===== config.mk =====
export PLATFORM = sky130hd
export DESIGN_NAME = lfu_cell
export DESIGN_NICKNAME = d
export VERILOG_FILES = /design/src/rtl/lfu_pkg.sv /design/src/rtl/lfu_cell.sv
export SDC_FILE = /design/constraint.sdc
export NUM_CORES = 1
export LEC_CHECK = 0
export BUFFER_PORTS_ARGS = -buffer_cell sky130_fd_sc_hd__buf_4
export CAP_MARGIN = 20
export CORE_ASPECT_RATIO = 0.75
export CORE_MARGIN = 4
export CORE_UTILIZATION = 40
export CTS_BUF_LIST = sky130_fd_sc_hd__clkbuf_16
export CTS_CLUSTER_SIZE = 28
export DETAILED_ROUTE_END_ITERATION = 8
export PLACE_DENSITY = 0.76
export SETUP_SLACK_MARGIN = 0.3
export SYNTH_ARGS = -nofsm -noshare
export SYNTH_HDL_FRONTEND = slang
export SYNTH_SLANG_ARGS = --single-unit

===== constraint.sdc =====
create_clock -name clk -period 5.59 [get_ports clk]
set_input_delay 0 -clock clk [delete_from_list [all_inputs] [get_ports clk]]
set_output_delay 0 -clock clk [all_outputs]
set_load 0.02 [all_outputs]

===== src/rtl/lfu_pkg.sv =====
// lfu_pkg: shared widths, constants and the structs that pass along the cell row
// and from the controller to the cells. No dependencies.
package lfu_pkg;

  localparam int USES_W    = 16;
  localparam int STAMP_W   = 32;
  localparam int ID_MAX_W  = 32;   // widest identifier any build can hold
  localparam int IDX_MAX_W = 6;    // slot index wide enough for the largest row
  localparam int REF_W     = 16;   // identifier width on the ports
  localparam int SLOT_W    = 5;    // slot_index width on the ports
  localparam int OCC_W     = 6;    // occupancy and capacity width on the ports

  localparam logic [USES_W-1:0] USES_MAX  = '1;
  localparam logic [OCC_W-1:0]  CAP_RESET = 6'd20;

  // search record handed from cell to cell, one hop a cycle
  typedef struct packed {
    logic [ID_MAX_W-1:0]  id;
    logic                 found;
    logic [IDX_MAX_W-1:0] found_idx;
    logic                 vic;
    logic [IDX_MAX_W-1:0] vic_idx;
    logic [USES_W-1:0]    vic_uses;
    logic [STAMP_W-1:0]   vic_stamp;
    logic [ID_MAX_W-1:0]  vic_ident;
    logic                 free;
    logic [IDX_MAX_W-1:0] free_idx;
  } scan_pkt_t;

  // write command broadcast to every cell
  typedef struct packed {
    logic                 inc;    // hit: bump the use count
    logic                 load;   // miss: slot takes the new identifier
    logic [IDX_MAX_W-1:0] idx;
    logic [ID_MAX_W-1:0]  id;
    logic [STAMP_W-1:0]   stamp;
  } upd_cmd_t;

endpackage


===== src/rtl/lfu_cell.sv =====
// lfu_cell: one slot of the row. Holds identifier, use count and stamp, folds
// itself into the passing search record and registers it for the next cell.
// Depends on lfu_pkg.
module lfu_cell #(
  parameter int CELL_IDX = 0,
  parameter int ID_BITS  = 16
) (
  input  logic               clk,
  input  logic               rst_n,
  input  logic               pkt_vld_in,
  input  lfu_pkg::scan_pkt_t pkt_in,
  input  lfu_pkg::upd_cmd_t  upd,
  output logic               pkt_vld_out,
  output lfu_pkg::scan_pkt_t pkt_out
);

  localparam logic [lfu_pkg::IDX_MAX_W-1:0] MY_IDX = lfu_pkg::IDX_MAX_W'(CELL_IDX);

  logic                        valid_r;
  logic [ID_BITS-1:0]          ident_r;
  logic [lfu_pkg::USES_W-1:0]  uses_r;
  logic [lfu_pkg::STAMP_W-1:0] stamp_r;

  logic                        pkt_vld_r;
  lfu_pkg::scan_pkt_t          pkt_r;
  lfu_pkg::scan_pkt_t          pkt_nxt;
  logic                        sel;

  always_comb begin
    pkt_nxt = pkt_in;
    if (valid_r) begin
      if (!pkt_in.found && (pkt_in.id[ID_BITS-1:0] == ident_r)) begin
        pkt_nxt.found     = 1'b1;
        pkt_nxt.found_idx = MY_IDX;
      end
      // lowest count wins, oldest stamp on a tie, earlier slot on a full tie
      if (!pkt_in.vic || (uses_r < pkt_in.vic_uses) ||
          ((uses_r == pkt_in.vic_uses) && (stamp_r < pkt_in.vic_stamp))) begin
        pkt_nxt.vic       = 1'b1;
        pkt_nxt.vic_idx   = MY_IDX;
        pkt_nxt.vic_uses  = uses_r;
        pkt_nxt.vic_stamp = stamp_r;
        pkt_nxt.vic_ident = lfu_pkg::ID_MAX_W'(ident_r);
      end
    end else if (!pkt_in.free) begin
      pkt_nxt.free     = 1'b1;
      pkt_nxt.free_idx = MY_IDX;
    end
  end

  assign sel = (upd.idx == MY_IDX);

  always_ff @(posedge clk) begin
    if (!rst_n) begin
      valid_r   <= 1'b0;
      pkt_vld_r <= 1'b0;
    end else begin
      pkt_vld_r <= pkt_vld_in;
      if (sel && upd.load) begin
        valid_r <= 1'b1;
      end
    end
  end

  always_ff @(posedge clk) begin
    pkt_r <= pkt_nxt;
    if (sel && upd.load) begin
      ident_r <= upd.id[ID_BITS-1:0];
      uses_r  <= lfu_pkg::USES_W'(1);
      stamp_r <= upd.stamp;
    end else if (sel && upd.inc && (uses_r != lfu_pkg::USES_MAX)) begin
      uses_r  <= uses_r + lfu_pkg::USES_W'(1);
    end
  end

  assign pkt_vld_out = pkt_vld_r;
  assign pkt_out     = pkt_r;

endmodule


==> results.json, run 1 <==
{
  "area_growth_pct": 69.83,
  "rows": 42,
  "cellPowerDensity_nw_per_um2": 260.2,
  "whs_ns": 0.1538,
  "antenna_left": 0,
  "wl_per_cell_microns": 17.27,
  "routed_wl_microns": 23350,
  "die_area_sq_um": 20710,
  "critical_path_arrival_ns": 3.61,
  "firstDrtPassIters": 4,
  "ir_worst_vdd_uv": 196.9,
  "synth.top_cell.area_share_pct": 40.97,
  "port-buffer-count": 325,
  "final_max_slew_viol_count": 0,
  "drc": 0,
  "first_iter_violations": 348,
  "finClkSkew_ns": 0.01515,
  "hpwl_microns": 14950,
  "grt_use_met2_pct": 40.54,
  "cts_buffers": 17,
  "min_period_ns": 3.279,
  "clkSlewWorstSetupHoldPaths_ns": 0.08,
  "place_ws_ns": 2.328,
  "grt_max_degree": 66,
  "crit_required_ns": 5.92,
  "yosysUniqueCellTypes": 41,
  "vias": 6235,
  "critPathCaptureType": "flop",
  "run_status": "completed",
  "ioPinCount": 342,
  "finalSetupTns_ns": 0,
  "ys_seq_area_share_pct": 60.51,
  "grt_pass1_wl_microns": 35590,
  "overflow": 0,
  "gp_congestion": 0.7735,
  "hold_class": "in -> reg",
  "syn_area_per_cell_sq_um": 12.79,
  "cts.sinks": 199,
  "setup_ws_ns": 2.311,
  "tritoncts": "yes",
  "start_util_pct": 41.30,
  "worst_pin_slew_ns": 0.8922,
  "cp_max_fo": 42,
  "met3_usage_pct": 4.670,
  "ys_ff_latch": 199,
  "power.total_w": 0.003261,
  "grt_usage_pct": 22.13,
  "cts_resized": 0,
  "layout.nets": 1352,
  "yosys_warnings": 0,
  "synthCells": 577,
  "die_x_microns": 164.8,
  "drive_gt1_share_pct": 38.59,
  "syn_nets": 833,
  "slew-limit-headroom_pct": 40.52,
  "setup_viol": 0,
  "period_share_pct": 58.66,
  "worstSetupPathType": "reg -> reg",
  "power.leakage_nw": 5.732,
  "synth_top_area_cell": "dfxtp_1",
  "ys_top_cells_by_area": "dfxtp_1, edfxtp_1, ha_1",
  "die_h_microns": 125.6,
  "root_buffer": "clkbuf_16",
  "cap_violations": 0,
  "clk_latency_ns": 0.44,
  "grt_pass1_vias": 6690,
  "fmax_ghz": 0.3049,
  "cts.path.max_buffers": 2,
  "vias_per_cell": 4.612,
  "use_met1_pct": 25.14,
  "synthesis.area_sq_um": 7378,
  "cts-htree-levels": 4,
  "antenna_found_initial": 2,
  "core_sq_um": 17870,
  "finalHoldViolations": 0,
  "post_cts_buffers": 0,
  "rsz0062_at_grt": "false",
  "gr-max-usage-layer": "met2",
  "start_kind": "flop"
}
final timing paths:
| check | startpoint | to | slack (ns) | depth (start not counted) |
|---|---|---|---|---|
| max reg2reg | stamp_r[15] | pkt_out[16] | 2.31 | 8 |
| min | upd[71] | uses_r[12] | 0.15 | 6 |
| max | stamp_r[15] | pkt_out[16] | 2.31 | 8 |
| min reg2reg | stamp_r[19] | pkt_out[58] | 0.51 | 1 |
per-stage QoR:
step                      area (sq um)  std cells  util [%]
after floorplan                   7378        577         -
after global placement           10090       1135     56.45
after detailed placement         10090       1135     56.45
after CTS                        12530       1351     70.12
after global routing             12530       1352     70.13
final                            12530       1352     70.13
report_power, final:
| group | internal, W | total, W | switching, W |
|---|---|---|---|
| sequential | 0.00153 | 0.00155 | 0.0000250 |
| combinational | 0.000287 | 0.000480 | 0.000194 |
| clock | 0.000607 | 0.00123 | 0.000620 |
cell type report:
class	instances	area, sq um
Antenna cell	1	2.502
Clock buffer	17	425.4
Clock inverter	15	175.2
Fill cell	1197	5336
Inverter	48	180.2
Multi-Input combinational cell	318	2664
Sequential cell	199	4464
Tap cell	242	302.8
Timing Repair Buffer	512	4317
cell usage after synthesis (all sizes together):
master and count:
dfxtp 151, mux2 63, edfxtp 48, ha 48
inv 48, xnor2 26, nor2 24, and2 23
a21oi 21, nand2 18, nand4 16, nor2b 13
nand3 11, buf 7, nor3 7, o21ai 6
a21o 5, clkbuf 5, and4 4, nor4 4
a211oi 3, nand2b 3, o21a 3, xor2 3
a2111oi 2, o21bai 2, or3 2, or4 2
a22oi 1, and3b 1, mux2i 1, nand4b 1
o31a 1, o31ai 1, o32a 1, o41ai 1
or2 1
critical path: stages (launching register included):
cell and delay, ns:
edfxtp_1 0.40, ha_1 0.33, nand4_1 0.16, or4_1 0.55, o32a_1 0.34, a21o_1 0.21
a22oi_2 0.21, buf_4 0.50, mux2_2 0.41
cell families (layout without fill, tap and decap cells):
kind of cell,Yosys count,after routing,synth area share [%]
mux,64,64,10.62
other cells,0,1,0
simple gates,130,130,9.581
compound gates,47,47,4.290
flops,199,199,60.51
buf+inv,60,592,3.425
fa+ha+maj,48,48,8.140
xor+xnor,29,29,3.443
cells in the final DEF, fill, tap and decap left out, types with 2 or more instances in the layout:
cell type / n
nor2b_1: 13
ha_1: 48
clkbuf_16: 17
xor2_1: 3
xnor2_1: 26
inv_1: 48
a21oi_1: 21
clkinv_4: 3
inv_8: 4
o21ai_0: 6
clkinv_8: 4
and4_1: 3
nor4_1: 4
nor3_1: 7
nor2_1: 24
mux2_2: 46
a211oi_1: 3
and2_1: 23
o21bai_1: 2
nand3_1: 11
mux2_4: 17
edfxtp_1: 48
dfxtp_1: 151
or3_1: 2
nand2b_1: 3
nand2_1: 18
dlygate4sd3_1: 184
a21o_1: 5
o21a_1: 3
nand4_1: 16
buf_4: 327
what timing repair did:
item / in CTS / in global routing
setup endpoints to repair: 0 / 0
hold endpoints to repair: 183 / 0
hold buffers: 184 / 0
sequential cells by signal (all words and copies together) (netlist names):
register,cells
ident_r,16
pkt_out,133
pkt_vld_out,1
stamp_r,32
uses_r,16
valid_r,1
per-layer routing:
metal	vias up	wire [microns]	part of all wire (%)
li1	3043	-	-
met5	-	11	0.047
met4	2	686	2.9
met1	2937	9029	39
met3	46	1326	5.7
met2	207	12300	53
No activity file was read; power rests on OpenSTA's default activity.
==> run 2: changes to the inputs <==
--- a/config.mk
+++ b/config.mk
@@ -5,6 +5,7 @@
 export SDC_FILE = /design/constraint.sdc
 export NUM_CORES = 1
 export LEC_CHECK = 0
+export ABC_AREA = 1
 export BUFFER_PORTS_ARGS = -buffer_cell sky130_fd_sc_hd__buf_4
 export CAP_MARGIN = 20
 export CORE_ASPECT_RATIO = 0.75
@@ -13,7 +14,7 @@
 export CTS_BUF_LIST = sky130_fd_sc_hd__clkbuf_16
 export CTS_CLUSTER_SIZE = 28
 export DETAILED_ROUTE_END_ITERATION = 8
-export PLACE_DENSITY = 0.76
+export PLACE_DENSITY = 0.75
 export SETUP_SLACK_MARGIN = 0.3
 export SYNTH_ARGS = -nofsm -noshare
 export SYNTH_HDL_FRONTEND = slang
==> constraint.sdc (replaced) <==
create_clock -name clk -period 3.25 [get_ports clk]
set_input_delay 0 -clock clk [delete_from_list [all_inputs] [get_ports clk]]
set_output_delay 0 -clock clk [all_outputs]
set_load 0.02 [all_outputs]
==> run 2 against run 1 <==
  * Critical path type unchanged
  * Non-clock buffer count rose by 12
  * Core utilization fell by 1.1 points
  * Via count rose by 24%
  * Design area rose by 3.4%
  * Area after synthesis rose by 5.1%
  * Register-to-register slack got worse by 1.7 ns
==> results.json, run 2 <==
{
  "port-buffer-count": 325,
  "start_util_pct": 41.30,
  "drive_gt1_share_pct": 28.13,
  "reg2reg_from": "uses_r[7]",
  "pwr-share-clk_pct": 36.8,
  "tritoncts": "yes",
  "crit_start": "uses_r[7]",
  "hold_class": "in -> reg",
  "largest_register_ffs": 133,
  "top_layer": "met4",
  "fmax_ghz": 0.3813,
  "p_switching_w": 0.001557,
  "period_share_pct": 80.70,
  "reg2regPathDepth": 11,
  "crit_top_cell": "nor2_1",
  "run_status": "completed",
  "cts_resized": 0,
  "vias_per_cell": 4.800,
  "netSwitchingFraction_pct": 26.86,
  "final_max_slew_viol_count": 0,
  "layout.nets": 1601,
  "cellPowerDensity_nw_per_um2": 447.4,
  "cts-htree-levels": 4,
  "slew-limit-headroom_pct": 51.97,
  "crit_end": "pkt_out[26]",
  "pwr-share-comb_pct": 16.2,
  "rrSetupSlack_ns": 0.63,
  "routed_wl_microns": 26710,
  "cp_slowest_cell": "buf_4",
  "ys_ff_latch": 199,
  "ys_top_cells_by_area": "dfxtp_1, edfxtp_1, nand2_1",
  "finClkSkew_ns": 0.01492,
  "die_x_microns": 168.8,
  "cts.path.max_buffers": 2,
  "async_reset_ff_share_pct": 0,
  "clk_latency_ns": 0.43,
  "firstDrtPassIters": 5,
  "final_cell_mix": "buf_4, nand2_1, dlygate4sd3_1",
  "ir_worst_vdd_uv": 318.8,
  "synthCells": 829,
  "setup_viol": 0,
  "wl_met3_microns": 1963,
  "cp.depth": 11,
  "grt_usage_pct": 24.00,
  "finalHoldViolations": 0,
  "gp_congestion": 0.8644,
  "die_h_microns": 128.6,
  "synthesis.area_sq_um": 7755,
  "ys_seq_area_share_pct": 57.57,
  "vias": 7719,
  "met1_length_microns": 10450,
  "yosys_warnings": 0,
  "antenna_left": 0,
  "power.leakage_nw": 6.338,
  "synth.top_cell.area_share_pct": 38.98,
  "drc": 0,
  "critical_path_arrival_ns": 2.87,
  "netlist_top_cells_count": "nand2_1, dfxtp_1, inv_1",
  "grt_pass1_vias": 7911,
  "worstSetupPathType": "reg -> reg",
  "yosysMostFrequentCell": "nand2_1",
  "rsz0062_at_grt": "false",
  "syn_nets": 1085,
  "die_area_sq_um": 21700,
  "min_period_ns": 2.623,
  "antenna_found_initial": 1,
  "ioPinCount": 342,
  "fillerInstances": 1311,
  "clkSlewWorstSetupHoldPaths_ns": 0.08,
  "overflow": 0,
  "synth-edff-count": 48,
  "ys.flop_type": "dfxtp_1",
  "worst_pin_slew_ns": 0.7204,
  "cap_violations": 0,
  "whs_ns": 0.05912,
  "rows": 43,
  "cp_top_family": "simple AND/OR/NAND/NOR gates",
  "grt_pass1_wl_microns": 41070,
  "r2r-end": "pkt_out[26]",
  "hpwl_microns": 16920,
  "met2_length_microns": 13460,
  "slowest_delay_ns": 0.52,
  "core_sq_um": 18780,
  "crit_chain": "ha_1, nand2_1, nor2_1, nand3_1, nor2_1, nand3_1, nor2_1, nand2_1, nand2_4, buf_4, a21boi_0",
  "yosysUniqueCellTypes": 35,
  "start_kind": "flop",
  "cts.sinks": 199,
  "final_common_cell": "buf_4",
  "first_iter_violations": 645,
  "root_buffer": "clkbuf_16",
  "cell_internal_pwr_w": 0.004240,
  "grt_max_degree": 58,
  "wl_per_cell_microns": 16.61,
  "cts_buffers": 17,
  "finalSetupTns_ns": 0,
  "area_growth_pct": 67.09,
  "syn_area_per_cell_sq_um": 9.355,
  "worst-path-buf-inv": 1,
  "seq_power_share_pct": 46.9,
  "critPathCaptureType": "flop",
  "synth_top_area_cell": "dfxtp_1",
  "crit_required_ns": 3.49,
  "cp_max_fo": 56
}
run 2: layout make-up:
| class | count | area (sq um) | share of cell area (%) |
|---|---|---|---|
| timing repair buffer | 524 | 4444 | 34.30 |
| clock inverter | 14 | 152.6 | 1.178 |
| antenna | 3 | 7.507 | 0.05794 |
| multi-input combinational | 500 | 2739 | 21.14 |
| clock buffer | 18 | 450.4 | 3.476 |
| inverter | 103 | 386.6 | 2.984 |
| tap | 247 | 309.0 | 2.385 |
| sequential | 199 | 4468 | 34.48 |
run 2: how the worst min path moves through the flow:
| stage | startpoint | end | cells after the start |
|---|---|---|---|
| 6_report | upd[71] | uses_r[12] | 6 |
| 2_1_floorplan | pkt_in[101] | pkt_out[101] | 0 |
| 3_5_place_dp | pkt_in[129] | pkt_out[129] | 1 |
| 4_1_cts | upd[71] | uses_r[12] | 6 |
| 3_3_place_gp | pkt_in[118] | pkt_out[118] | 1 |
| 5_1_grt | upd[71] | uses_r[12] | 6 |
run 2: per-stage QoR:
| step | std cells | utilization, % | area (sq um) | setup WS, ns | power (W) |
|---|---|---|---|---|---|
| finish | 1608 | 69.01 | 12960 | 0.6273 | 0.005797 |
| global route | 1606 | 68.98 | 12950 | 0.4521 | 0.006037 |
| CTS | 1605 | 68.97 | 12950 | 0.7661 | 0.005804 |
| detailed placement | 1379 | 55.41 | 10410 | 0.7909 | 0.003497 |
| global placement | 1379 | 55.41 | 10410 | 0.8078 | 0.003479 |
| floorplan | 829 | - | 7755 | 1.276 | 0.003091 |
run 2: worst reg2reg max path, cell delays in order, from the launching register on:
cell and delay, ns:
dfxtp_1 0.40, ha_1 0.33, nand2_1 0.09, nor2_1 0.15, nand3_1 0.10, nor2_1 0.15
nand3_1 0.08, nor2_1 0.11, nand2_1 0.09, nand2_4 0.09, buf_4 0.52, a21boi_0 0.34
run 2: power groups by stage:
stage	clock network (W)	registers (W)	logic, W
3_5_place_dp	0	0.00277	0.000722
6_report	0.00214	0.00272	0.000940
5_1_grt	0.00229	0.00274	0.00101
4_1_cts	0.00216	0.00272	0.000922
2_1_floorplan	0	0.00288	0.000211
3_3_place_gp	0	0.00277	0.000709
run 2: what timing repair did:
action                     in CTS  in global routing
hold buffers                  194                  0
buffers inserted                0                  0
setup endpoints to repair       0                  0
hold endpoints to repair      183                  0
run 2: cell families after synthesis:
family | count (synthesis) | share of synthesized area, %
AND/OR/NAND/NOR | 359 | 20.12
flip-flops | 199 | 57.57
buffers and inverters | 130 | 7.115
adder cells (fa/ha/maj) | 48 | 7.744
XOR/XNOR | 9 | 1.016
AO/OA/AOI/OAI | 84 | 6.438
run 2: metal layers:
| metal | global-route usage, % | up-vias |
|---|---|---|
| met1 | 28.22 | 3584 |
| met3 | 6.143 | 69 |
| met4 | 9.685 | 0 |
| li1 | - | 3720 |
| met2 | 42.18 | 346 |
| met5 | 0 | - |
